[src/design/lcs_pkg.sv]
// Shared types and codes for the longest common subsequence core.
package lcs_pkg;

  // Traceback direction codes stored in the direction table.
  localparam logic [1:0] DIR_UP   = 2'd1;
  localparam logic [1:0] DIR_LEFT = 2'd2;
  localparam logic [1:0] DIR_DIAG = 2'd3;

  // Input action codes.
  localparam logic [1:0] ACT_FIRST  = 2'd0;
  localparam logic [1:0] ACT_SECOND = 2'd1;
  localparam logic [1:0] ACT_RUN    = 2'd2;

  // Classified request handed from the front part to the back part.
  typedef struct packed {
    logic       run;
    logic       second;
    logic [7:0] sym;
  } req_t;

  typedef enum logic [6:0] {
    S_IDLE    = 7'b0000001,
    S_FILL_RD = 7'b0000010,
    S_FILL_WR = 7'b0000100,
    S_TR_RD   = 7'b0001000,
    S_TR_EV   = 7'b0010000,
    S_EM_RD   = 7'b0100000,
    S_EM_LD   = 7'b1000000
  } state_t;

endpackage

[src/design/lcs_front.sv]
// Front part: accepts input requests, classifies them and queues them.
module lcs_front (
  input  logic          clk,
  input  logic          rst_n,
  input  logic          in_valid,
  output logic          in_ready,
  input  logic [1:0]    in_action,
  input  logic [7:0]    in_symbol,
  output logic          q_valid,
  output lcs_pkg::req_t q_req,
  input  logic          q_pop
);
  import lcs_pkg::*;

  req_t       slot_r [2];
  logic       wr_ptr_r, rd_ptr_r;
  logic [1:0] fill_r;
  logic       push;
  req_t       req;

  assign in_ready = (fill_r != 2'd2);
  assign q_valid  = (fill_r != 2'd0);
  assign q_req    = slot_r[rd_ptr_r];

  always_comb begin
    req.run    = (in_action == ACT_RUN);
    req.second = (in_action == ACT_SECOND);
    req.sym    = in_symbol;
  end

  // drop unused action codes here
  assign push = in_valid && in_ready &&
                ((in_action == ACT_FIRST) || (in_action == ACT_SECOND) ||
                 (in_action == ACT_RUN));

  always_ff @(posedge clk) begin
    if (push) begin
      slot_r[wr_ptr_r] <= req;
    end
  end

  always_ff @(posedge clk) begin
    if (!rst_n) begin
      wr_ptr_r <= 1'b0;
      rd_ptr_r <= 1'b0;
      fill_r   <= 2'd0;
    end else begin
      if (push) wr_ptr_r <= ~wr_ptr_r;
      if (q_pop) rd_ptr_r <= ~rd_ptr_r;
      fill_r <= fill_r + {1'b0, push} - {1'b0, q_pop};
    end
  end

endmodule

[config.mk]
export PLATFORM = sky130hd
export DESIGN_NAME = lcs_front
export DESIGN_NICKNAME = d
export VERILOG_FILES = /design/src/design/lcs_pkg.sv /design/src/design/lcs_front.sv
export SDC_FILE = /design/constraint.sdc
export NUM_CORES = 1
export LEC_CHECK = 0
export ABC_AREA = 0
export BUFFER_PORTS_ARGS = -buffer_cell sky130_fd_sc_hd__buf_2
export CORE_ASPECT_RATIO = 1.25
export CORE_MARGIN = 8
export CORE_UTILIZATION = 29
export CTS_BUF_LIST = sky130_fd_sc_hd__clkbuf_4 sky130_fd_sc_hd__clkbuf_8
export CTS_CLUSTER_DIAMETER = 100
export DETAILED_ROUTE_END_ITERATION = 7
export GPL_ROUTABILITY_DRIVEN = 0
export PLACE_DENSITY_LB_ADDON = 0.05
export SLEW_MARGIN = 20
export SYNTH_ARGS = -nofsm -noshare
export SYNTH_HDL_FRONTEND = slang
export SYNTH_SLANG_ARGS = --single-unit
[constraint.sdc]
create_clock -name clk -period 3.5 [get_ports clk]
set_input_delay 0.35 -clock clk [delete_from_list [all_inputs] [get_ports clk]]
set_output_delay 0.35 -clock clk [all_outputs]
set_load 0.02 [all_outputs]
==> results.yml, run 1 <==
outcome:
  status: "finished clean"
pwr:
  leakage_uw: 0.0004699
  finalPower_uw: 690.4
  ir_drop_mv: 0.2493
  power_density_mw_per_mm2: 576.6
  seqPwrFrac_pct: 54.0
  clock_power_share_pct: 24.9
  switching_share_pct: 26.32
  p_int_uw: 508.7
  p_sw_uw: 181.7
  combPwrFrac_pct: 21.1
cells_and_area:
  final_cell_mix: "buf_2 (25), edfxtp_1 (20), mux2_2 (10)"
  nets: 105
  instances_no_fill: 126
  num-fill-cells: 338
  final_common_cell: "buf_2"
  fin_area_mm2: 0.001197
  drive_gt1_share_pct: 46.07
  diodes: 0
  area_growth_pct: 21.91
synth:
  ys_ff_latch: 25
  syn-num-nets: 76
  syn_area_um2: 982.2
  synth_cells: 61
  synth_top_area_share_pct: 61.15
  synthTopCellsByArea: "edfxtp_1 (61%), mux2_2 (11%), dfxtp_1 (10%)"
  synthFlopType: "edfxtp_1"
  async_flop_share_pct: 0
  synth_edf_count: 20
  yosysTopAreaCell: "edfxtp_1"
  yosysUniqueCellTypes: 20
  yosysWarningCount: 0
  synth_area_per_cell_um2: 16.10
  ys_seq_area_share_pct: 71.34
route:
  initialDrtViolationCount: 16
  routed_via_density: 4.429
  dr.pass1.iters: 4
  vias: 558
  routedWlPerCell_um: 13.93
  wirelength_mm: 1.755
  antenna_left: 0
  drc: 0
die:
  core_region_area_mm2: 0.003223
  dieArea_mm2: 0.005516
  pin_count: 26
  die_h_um: 81.07
  start_util_pct: 30.47
  core.rowCount: 23
  chipWidth_um: 68.05
timing:
  hold_violations: 0
  finalSetupViolations: 0
  relSlewSlack_pct: 38.45
  worstMarginPinSlew_ns: 0.9198
  max_freq_mhz: 561.4
  skew_ns: 0.003024
  setup_tns_ns: 0
  rsz0062_at_grt: "no"
  whs_ns: 0.2767
  finalMaxSlewViolations: 0
  fin_crit_sh_pct: 50.90
  period_minus_slack_ns: 1.781
global_routing:
  grt_use_total_pct: 6.804
  grtUsageMet3_pct: 1.513
  grtUsageMet1_pct: 5.984
  grt_util_met2_pct: 13.17
  grt_pass1_vias: 598
  grt_overflow_total: 0
  grt_max_degree: 14
  grt_pass1_wl_mm: 2.760
  grt.busiest_layer: "met2"
  antenna_found_initial: 0
flow_run:
  drv_cap: 0
placement:
  post_dp_cell_area_mm2: 0.001149
  dp.cells: 122
  hpwl_mm: 1.328
  port_buffers: 25
hold_path:
  hp-class: "primary input to register"
  hold_depth: 1
clock_tree:
  clock-sinks: 25
  clock-root-buffer: "clkbuf_8"
  htreeDepth: 1
  cts_setup_buffers: 0
  clk_pin_slew_worst_paths_ns: 0.08
  insertion_delay_ns: 0.26
  clk_path_buf_depth: 2
  cts_tree: "built"
  cts_hold_buf: 0
  cts_resized: 0
  numCtsBuffers: 3
worst_setup_path:
  critPathArrivalTime_ns: 1.43
  critPathLaunchType: "register"
  worstPathRequired_ns: 3.15
  reg2regPathDepth: 4
  path_class: "register to primary output"
  critPathCaptureType: "primary output"
  crit_fanout: 10
metrics by stage:
stage	utilization [%]	setup WS (ns)
floorplan	-	1.827
global placement	35.64	1.505
detailed placement	35.64	1.449
CTS	37.15	1.668
global route	37.15	1.603
finish	37.15	1.719
worst paths after layout:
check                           slack (ns)    startpoint           end
worst max-delay path                  1.72      register      q_req[7]
worst min-delay path                  0.28  in_symbol[2]  slot_r[1][2]
worst max register to register        1.80     fill_r[1]  slot_r[1][0]
worst min register to register        0.49      wr_ptr_r      wr_ptr_r
flip-flops by register name, summed over array words and instances, names as in the netlist, named ones only:
name      count
fill_r        2
rd_ptr_r      1
slot_r       20
wr_ptr_r      1
critical path: stages, from the launching register on:
cell	delay [ns]
dfxtp_1	0.62
mux2_2	0.39
buf_2	0.16
routing by layer:
metal	share of wire (%)	wire, µm	up-vias
met5	0	0	-
met4	1.1	19	0
met3	6.3	111	2
met2	58	1020	11
met1	34	605	273
li1	-	-	272
synth_stat cells, types with 2 or more instances:
library cell,number
xnor2_1,3
mux2_2,10
inv_1,4
dfxtp_1,5
edfxtp_1,20
nor2_1,4
and2_1,2
cell families after synthesis:
| family | Yosys count | synth area share [%] |
|---|---|---|
| compound gates | 4 | 2.546 |
| xor+xnor | 3 | 2.676 |
| fa+ha+maj | 1 | 1.274 |
| buf+inv | 5 | 2.037 |
| flops | 25 | 71.34 |
| mux | 11 | 12.61 |
| simple gates | 12 | 7.517 |
power by group through the flow:
stage          Combinational, µW  Sequential (µW)  Clock (µW)
2_1_floorplan                107              372           0
3_3_place_gp                 149              380           0
3_5_place_dp                 150              381           0
4_1_cts                      151              374         180
5_1_grt                      158              377         189
6_report                     145              373         172
area by class of cell:
cell class / instances / area [µm²] / area share [%]
inverters: 4 / 15.01 / 1.254
clock buffers: 4 / 48.80 / 4.075
well taps: 37 / 46.29 / 3.866
multi-input cells: 31 / 261.5 / 21.84
flip-flops and latches: 25 / 700.7 / 58.52
repair buffers: 25 / 125.1 / 10.45
(Power assumes the default switching activity.)
==> run 2, diff against run 1 <==
==> constraint.sdc (replaced) <==
create_clock -name clk -period 1.7 [get_ports clk]
set_input_delay 0.17 -clock clk [delete_from_list [all_inputs] [get_ports clk]]
set_output_delay 0.17 -clock clk [all_outputs]
set_load 0.02 [all_outputs]
==> run 2 against run 1 <==
Cell area is 2.6% higher. Core utilization grew 0.97 points. Worst hold slack lost 0.19 ns. Critical endpoint is now fill_r[1]. Critical path type is now register to register. Non-clock buffer count grew 4. Largest power group unchanged.
==> results.yml, run 2 (synthesis results as in run 1) <==
clock_tree:
  htreeDepth: 1
  clk_path_buf_depth: 2
  clock-root-buffer: "clkbuf_8"
  clock-sinks: 25
  cts_tree: "built"
  insertion_delay_ns: 0.26
  numCtsBuffers: 3
  cts_setup_buffers: 0
  clk_pin_slew_worst_paths_ns: 0.08
timing:
  max_freq_mhz: 626.4
  rsz0062_at_grt: "no"
  finalSetupViolations: 0
  period_minus_slack_ns: 1.596
  worstMarginPinSlew_ns: 0.2008
  finalWorstSetupSlack_ns: 0.1036
  relSlewSlack_pct: 86.59
  finalMaxSlewViolations: 0
  fin_crit_sh_pct: 93.91
  skew_ns: 0.003188
  hold_violations: 0
  setup_tns_ns: 0
pwr:
  power_density_mw_per_mm2: 1172
  ir_drop_mv: 0.4451
  leakage_uw: 0.0004905
cells_and_area:
  drive_gt1_share_pct: 49.46
  regMostFlops: "slot_r"
  final_common_cell: "buf_2"
  instances_no_fill: 130
  area_growth_pct: 25.10
  final_cell_mix: "buf_2 (25), edfxtp_1 (20), mux2_2 (10)"
  largest_register_ffs: 20
  nets: 109
  diodes: 0
  reg_top3: "slot_r (20), fill_r (2)"
worst_setup_path:
  worstPathRequired_ns: 1.85
  critPathCaptureType: "register"
  crit_fanout: 4
  critPathArrivalTime_ns: 1.75
  path_class: "register to register"
  critPathLaunchType: "register"
global_routing:
  antenna_found_initial: 0
  grt_use_total_pct: 7.250
  grt_pass1_vias: 627
  grt_overflow_total: 0
  grt_pass1_wl_mm: 2.904
  grt_max_degree: 14
die:
  dieArea_mm2: 0.005516
  core_region_area_mm2: 0.003223
  core.rowCount: 23
  pin_count: 26
  die_h_um: 81.07
  chipWidth_um: 68.05
  start_util_pct: 30.47
route:
  wirelength_mm: 1.834
  routed_via_density: 4.369
  vias: 568
  routedWlPerCell_um: 14.11
  dr.pass1.iters: 2
  drc: 0
  antenna_left: 0
  initialDrtViolationCount: 16
flow_run:
  drv_cap: 0
outcome:
  status: "finished clean"
placement:
  pre_cts_slack_ns: 0.04260
  dp.cells: 126
  hpwl_mm: 1.374
  port_buffers: 25
hold_path:
  hp-class: "primary input to register"
==> run 2: changes by cell type in the layout (fill, tap and decap cells not counted), sizes merged <==
| cell | before | now |
|---|---|---|
| buf | 25 | 29 |
==> run 2: routing by layer <==
| metal | vias up | wire length [µm] | share of wire, % | GRT usage, % |
|---|---|---|---|---|
| met2 | 11 | 1062 | 58 | 13.08 |
| met4 | 0 | 24 | 1.3 | 4.312 |
| met5 | - | 0 | 0 | 0 |
| met3 | 2 | 115 | 6.3 | 2.063 |
| li1 | 282 | - | - | - |
| met1 | 273 | 632 | 34 | 7.055 |
==> run 2: critical path, cell delays in order (launching register included) <==
cell and delay (ns):
dfxtp_2 0.35, nor2b_4 0.16, inv_1 0.06, nand2b_1 0.10, xnor2_1 0.08, ha_1 0.19, xnor2_1 0.13, and2_1 0.15
mux2_1 0.27
==> run 2: worst paths after layout <==
kind	startpoint	to	slack (ns)	cells past startpoint
hold reg to reg	wr_ptr_r	wr_ptr_r	0.50	2
hold / removal	in_symbol[3]	slot_r[0][3]	0.09	1
setup reg to reg	fill_r[1]	fill_r[1]	0.10	8
setup / recovery	fill_r[1]	fill_r[1]	0.10	8
==> run 2: stage by stage <==
stage	area [µm²]	hold WS [ns]	util [%]	power [µW]
after floorplan	982.2	0.2689	-	985.9
after global placement	1179	0.3588	36.57	1100
after detailed placement	1179	0.3616	36.57	1104
after CTS	1227	0.08490	38.08	1463
after global routing	1229	0.08080	38.12	1521
final	1229	0.09003	38.12	1440
==> run 2: layout make-up <==
type / count / area (µm²)
clock buffer: 4 / 48.80
multi-input combinational: 31 / 261.5
fill: 335 / 1994
inverter: 4 / 15.01
sequential: 25 / 701.9
timing repair buffer: 29 / 155.1
tap: 37 / 46.29
==> run 2: where the power goes <==
part           leakage (µW)  switching, µW  internal [µW]
Clock             0.0000262            176            183
Combinational      0.000237            174            144
Sequential         0.000227           29.6            733
Total              0.000490            379           1060
==> run 2: what timing repair did <==
action                                  in CTS  in global routing
gates resized for setup                      0                  1
endpoints found under the setup margin       0                  1
hold buffers                                 0                  0
==> run 3, diff against run 2 <==
--- a/config.mk
+++ b/config.mk
@@ -15,6 +15,7 @@
 export DETAILED_ROUTE_END_ITERATION = 7
 export GPL_ROUTABILITY_DRIVEN = 0
 export PLACE_DENSITY_LB_ADDON = 0.05
+export RECOVER_POWER = 50
 export SLEW_MARGIN = 20
 export SYNTH_ARGS = -nofsm -noshare
 export SYNTH_HDL_FRONTEND = slang
==> run 3 against run 2 <==
Core utilization is 0.27 points lower. Die area unchanged. Clock-buffer cell count stayed put. Cell area shrank 0.71%. Worst hold slack improved by 0.0012 ns. Via count is 0.35% lower. Final cell count is the same. Setup slack improved by 0.00056 ns. Clock power is essentially flat. Sequential share of layout area increased by 0.41 points. Routed wire length shrank 0.76%. Critical path type unchanged.
==> results.yml, run 3 (synthesis results as in run 1) <==
worst_setup_path:
  cp-startpoint: "fill_r[1]"
  reg2reg_slack_ns: 0.10
  worstPathRequired_ns: 1.85
  path_class: "register to register"
  critPathLaunchType: "register"
  timing.rr.end: "fill_r[1]"
  critPathCaptureType: "register"
  reg2reg_from: "fill_r[1]"
  crit_fanout: 4
  crit_end: "fill_r[1]"
  reg2regPathDepth: 8
  critPathArrivalTime_ns: 1.75
die:
  core_region_area_mm2: 0.003223
  dieArea_mm2: 0.005516
  start_util_pct: 30.47
  pin_count: 26
  chipWidth_um: 68.05
  core.rowCount: 23
  die_h_um: 81.07
global_routing:
  grt_pass1_vias: 627
  grt_overflow_total: 0
  grt_pass1_wl_mm: 2.904
  antenna_found_initial: 0
  grt_max_degree: 14
  grt_use_total_pct: 7.250
placement:
  hpwl_mm: 1.374
  post_dp_cell_area_mm2: 0.001179
  port_buffers: 25
cells_and_area:
  area_growth_pct: 24.20
  num-fill-cells: 339
  seqCellArea_um2: 701.9
  diodes: 0
  reg_top3: "slot_r (20), fill_r (2)"
  drive_gt1_share_pct: 44.09
  final_cell_mix: "buf_2 (20), edfxtp_1 (20), mux2_2 (10)"
  largest_register_ffs: 20
  final_core_util_pct: 37.85
  fin_area_mm2: 0.001220
  nets: 109
  regMostFlops: "slot_r"
  multi_input_area_um2: 261.5
timing:
  fin_crit_sh_pct: 93.87
  period_minus_slack_ns: 1.596
  worstMarginPinSlew_ns: 0.2944
  rsz0062_at_grt: "no"
  setup_tns_ns: 0
  relSlewSlack_pct: 80.38
  finalMaxSlewViolations: 0
  max_freq_mhz: 626.6
  skew_ns: 0.002043
  hold_violations: 0
  finalSetupViolations: 0
clock_tree:
  clock-sinks: 25
  clk_path_buf_depth: 2
  htreeDepth: 1
  numCtsBuffers: 3
  clock-root-buffer: "clkbuf_8"
  cts_hold_buf: 0
  cts_setup_buffers: 0
  clk_pin_slew_worst_paths_ns: 0.08
  cts_resized: 0
  cts_tree: "built"
  insertion_delay_ns: 0.26
hold_path:
  worstHoldStart: "in_symbol[3]"
  hp-class: "primary input to register"
route:
  vias: 566
  wirelength_mm: 1.820
  routedWlPerCell_um: 14.00
  initialDrtViolationCount: 19
  antenna_left: 0
  drc: 0
  routed_via_density: 4.354
  dr.pass1.iters: 5
pwr:
  leakage_uw: 0.0004756
  ir_drop_mv: 0.4444
  power_density_mw_per_mm2: 1178
  finalPower_uw: 1437
flow_run:
  drv_cap: 0
outcome:
  status: "finished clean"
==> run 3: cell count changes in the layout (fill, tap and decap cells not counted) <==
cell | before | now
clkbuf_2 | 0 | 1
buf_2 | 25 | 20
buf_4 | 4 | 3
clkbuf_1 | 0 | 5
==> run 3: through the flow <==
stage	worst slack, ns	hold slack (ns)	instances
3_5_place_dp	0.04260	0.3616	126
2_1_floorplan	0.04051	0.2689	61
3_3_place_gp	0.06346	0.3588	126
5_1_grt	0.006100	0.08080	130
6_report	0.1041	0.09128	130
4_1_cts	0.04386	0.08490	130
==> run 3: how the worst min path moves through the flow <==
| stage | cells past startpoint | endpoint | slack (ns) |
|---|---|---|---|
| 4_1_cts | 1 | slot_r[1][6] | 0.08 |
| 3_3_place_gp | 1 | slot_r[0][3] | 0.36 |
| 2_1_floorplan | 0 | slot_r[0][0] | 0.27 |
| 3_5_place_dp | 1 | slot_r[0][6] | 0.36 |
| 6_report | 1 | slot_r[0][3] | 0.09 |
| 5_1_grt | 1 | slot_r[0][0] | 0.08 |
==> run 3: final cells by class <==
| type | instances | share of cell area, % |
|---|---|---|
| inverter | 4 | 1.231 |
| multi-input combinational | 31 | 21.44 |
| clock buffer | 4 | 4.000 |
| sequential | 25 | 57.54 |
| tap | 37 | 3.795 |
| timing repair buffer | 29 | 12.00 |
==> run 3: worst max-delay path, cell delays in order (launching register included) <==
cell and delay [ns]:
dfxtp_2 0.35, nor2b_4 0.16, inv_1 0.06, nand2b_1 0.10, xnor2_1 0.08, ha_1 0.19, xnor2_1 0.13, and2_1 0.15
mux2_1 0.27
==> run 3: power by group <==
group / internal, µW / leakage (µW) / switching [µW] / total (µW)
registers: 733 / 0.000227 / 29.4 / 763
logic: 139 / 0.000222 / 174 / 313
clock network: 183 / 0.0000262 / 178 / 361
==> run 3: routing by layer <==
layer  part of all wire, %  GRT usage, %
met1                    36         7.055
met2                    56         13.08
met3                   6.3         2.063
met4                   1.3         4.312
met5                     0             0
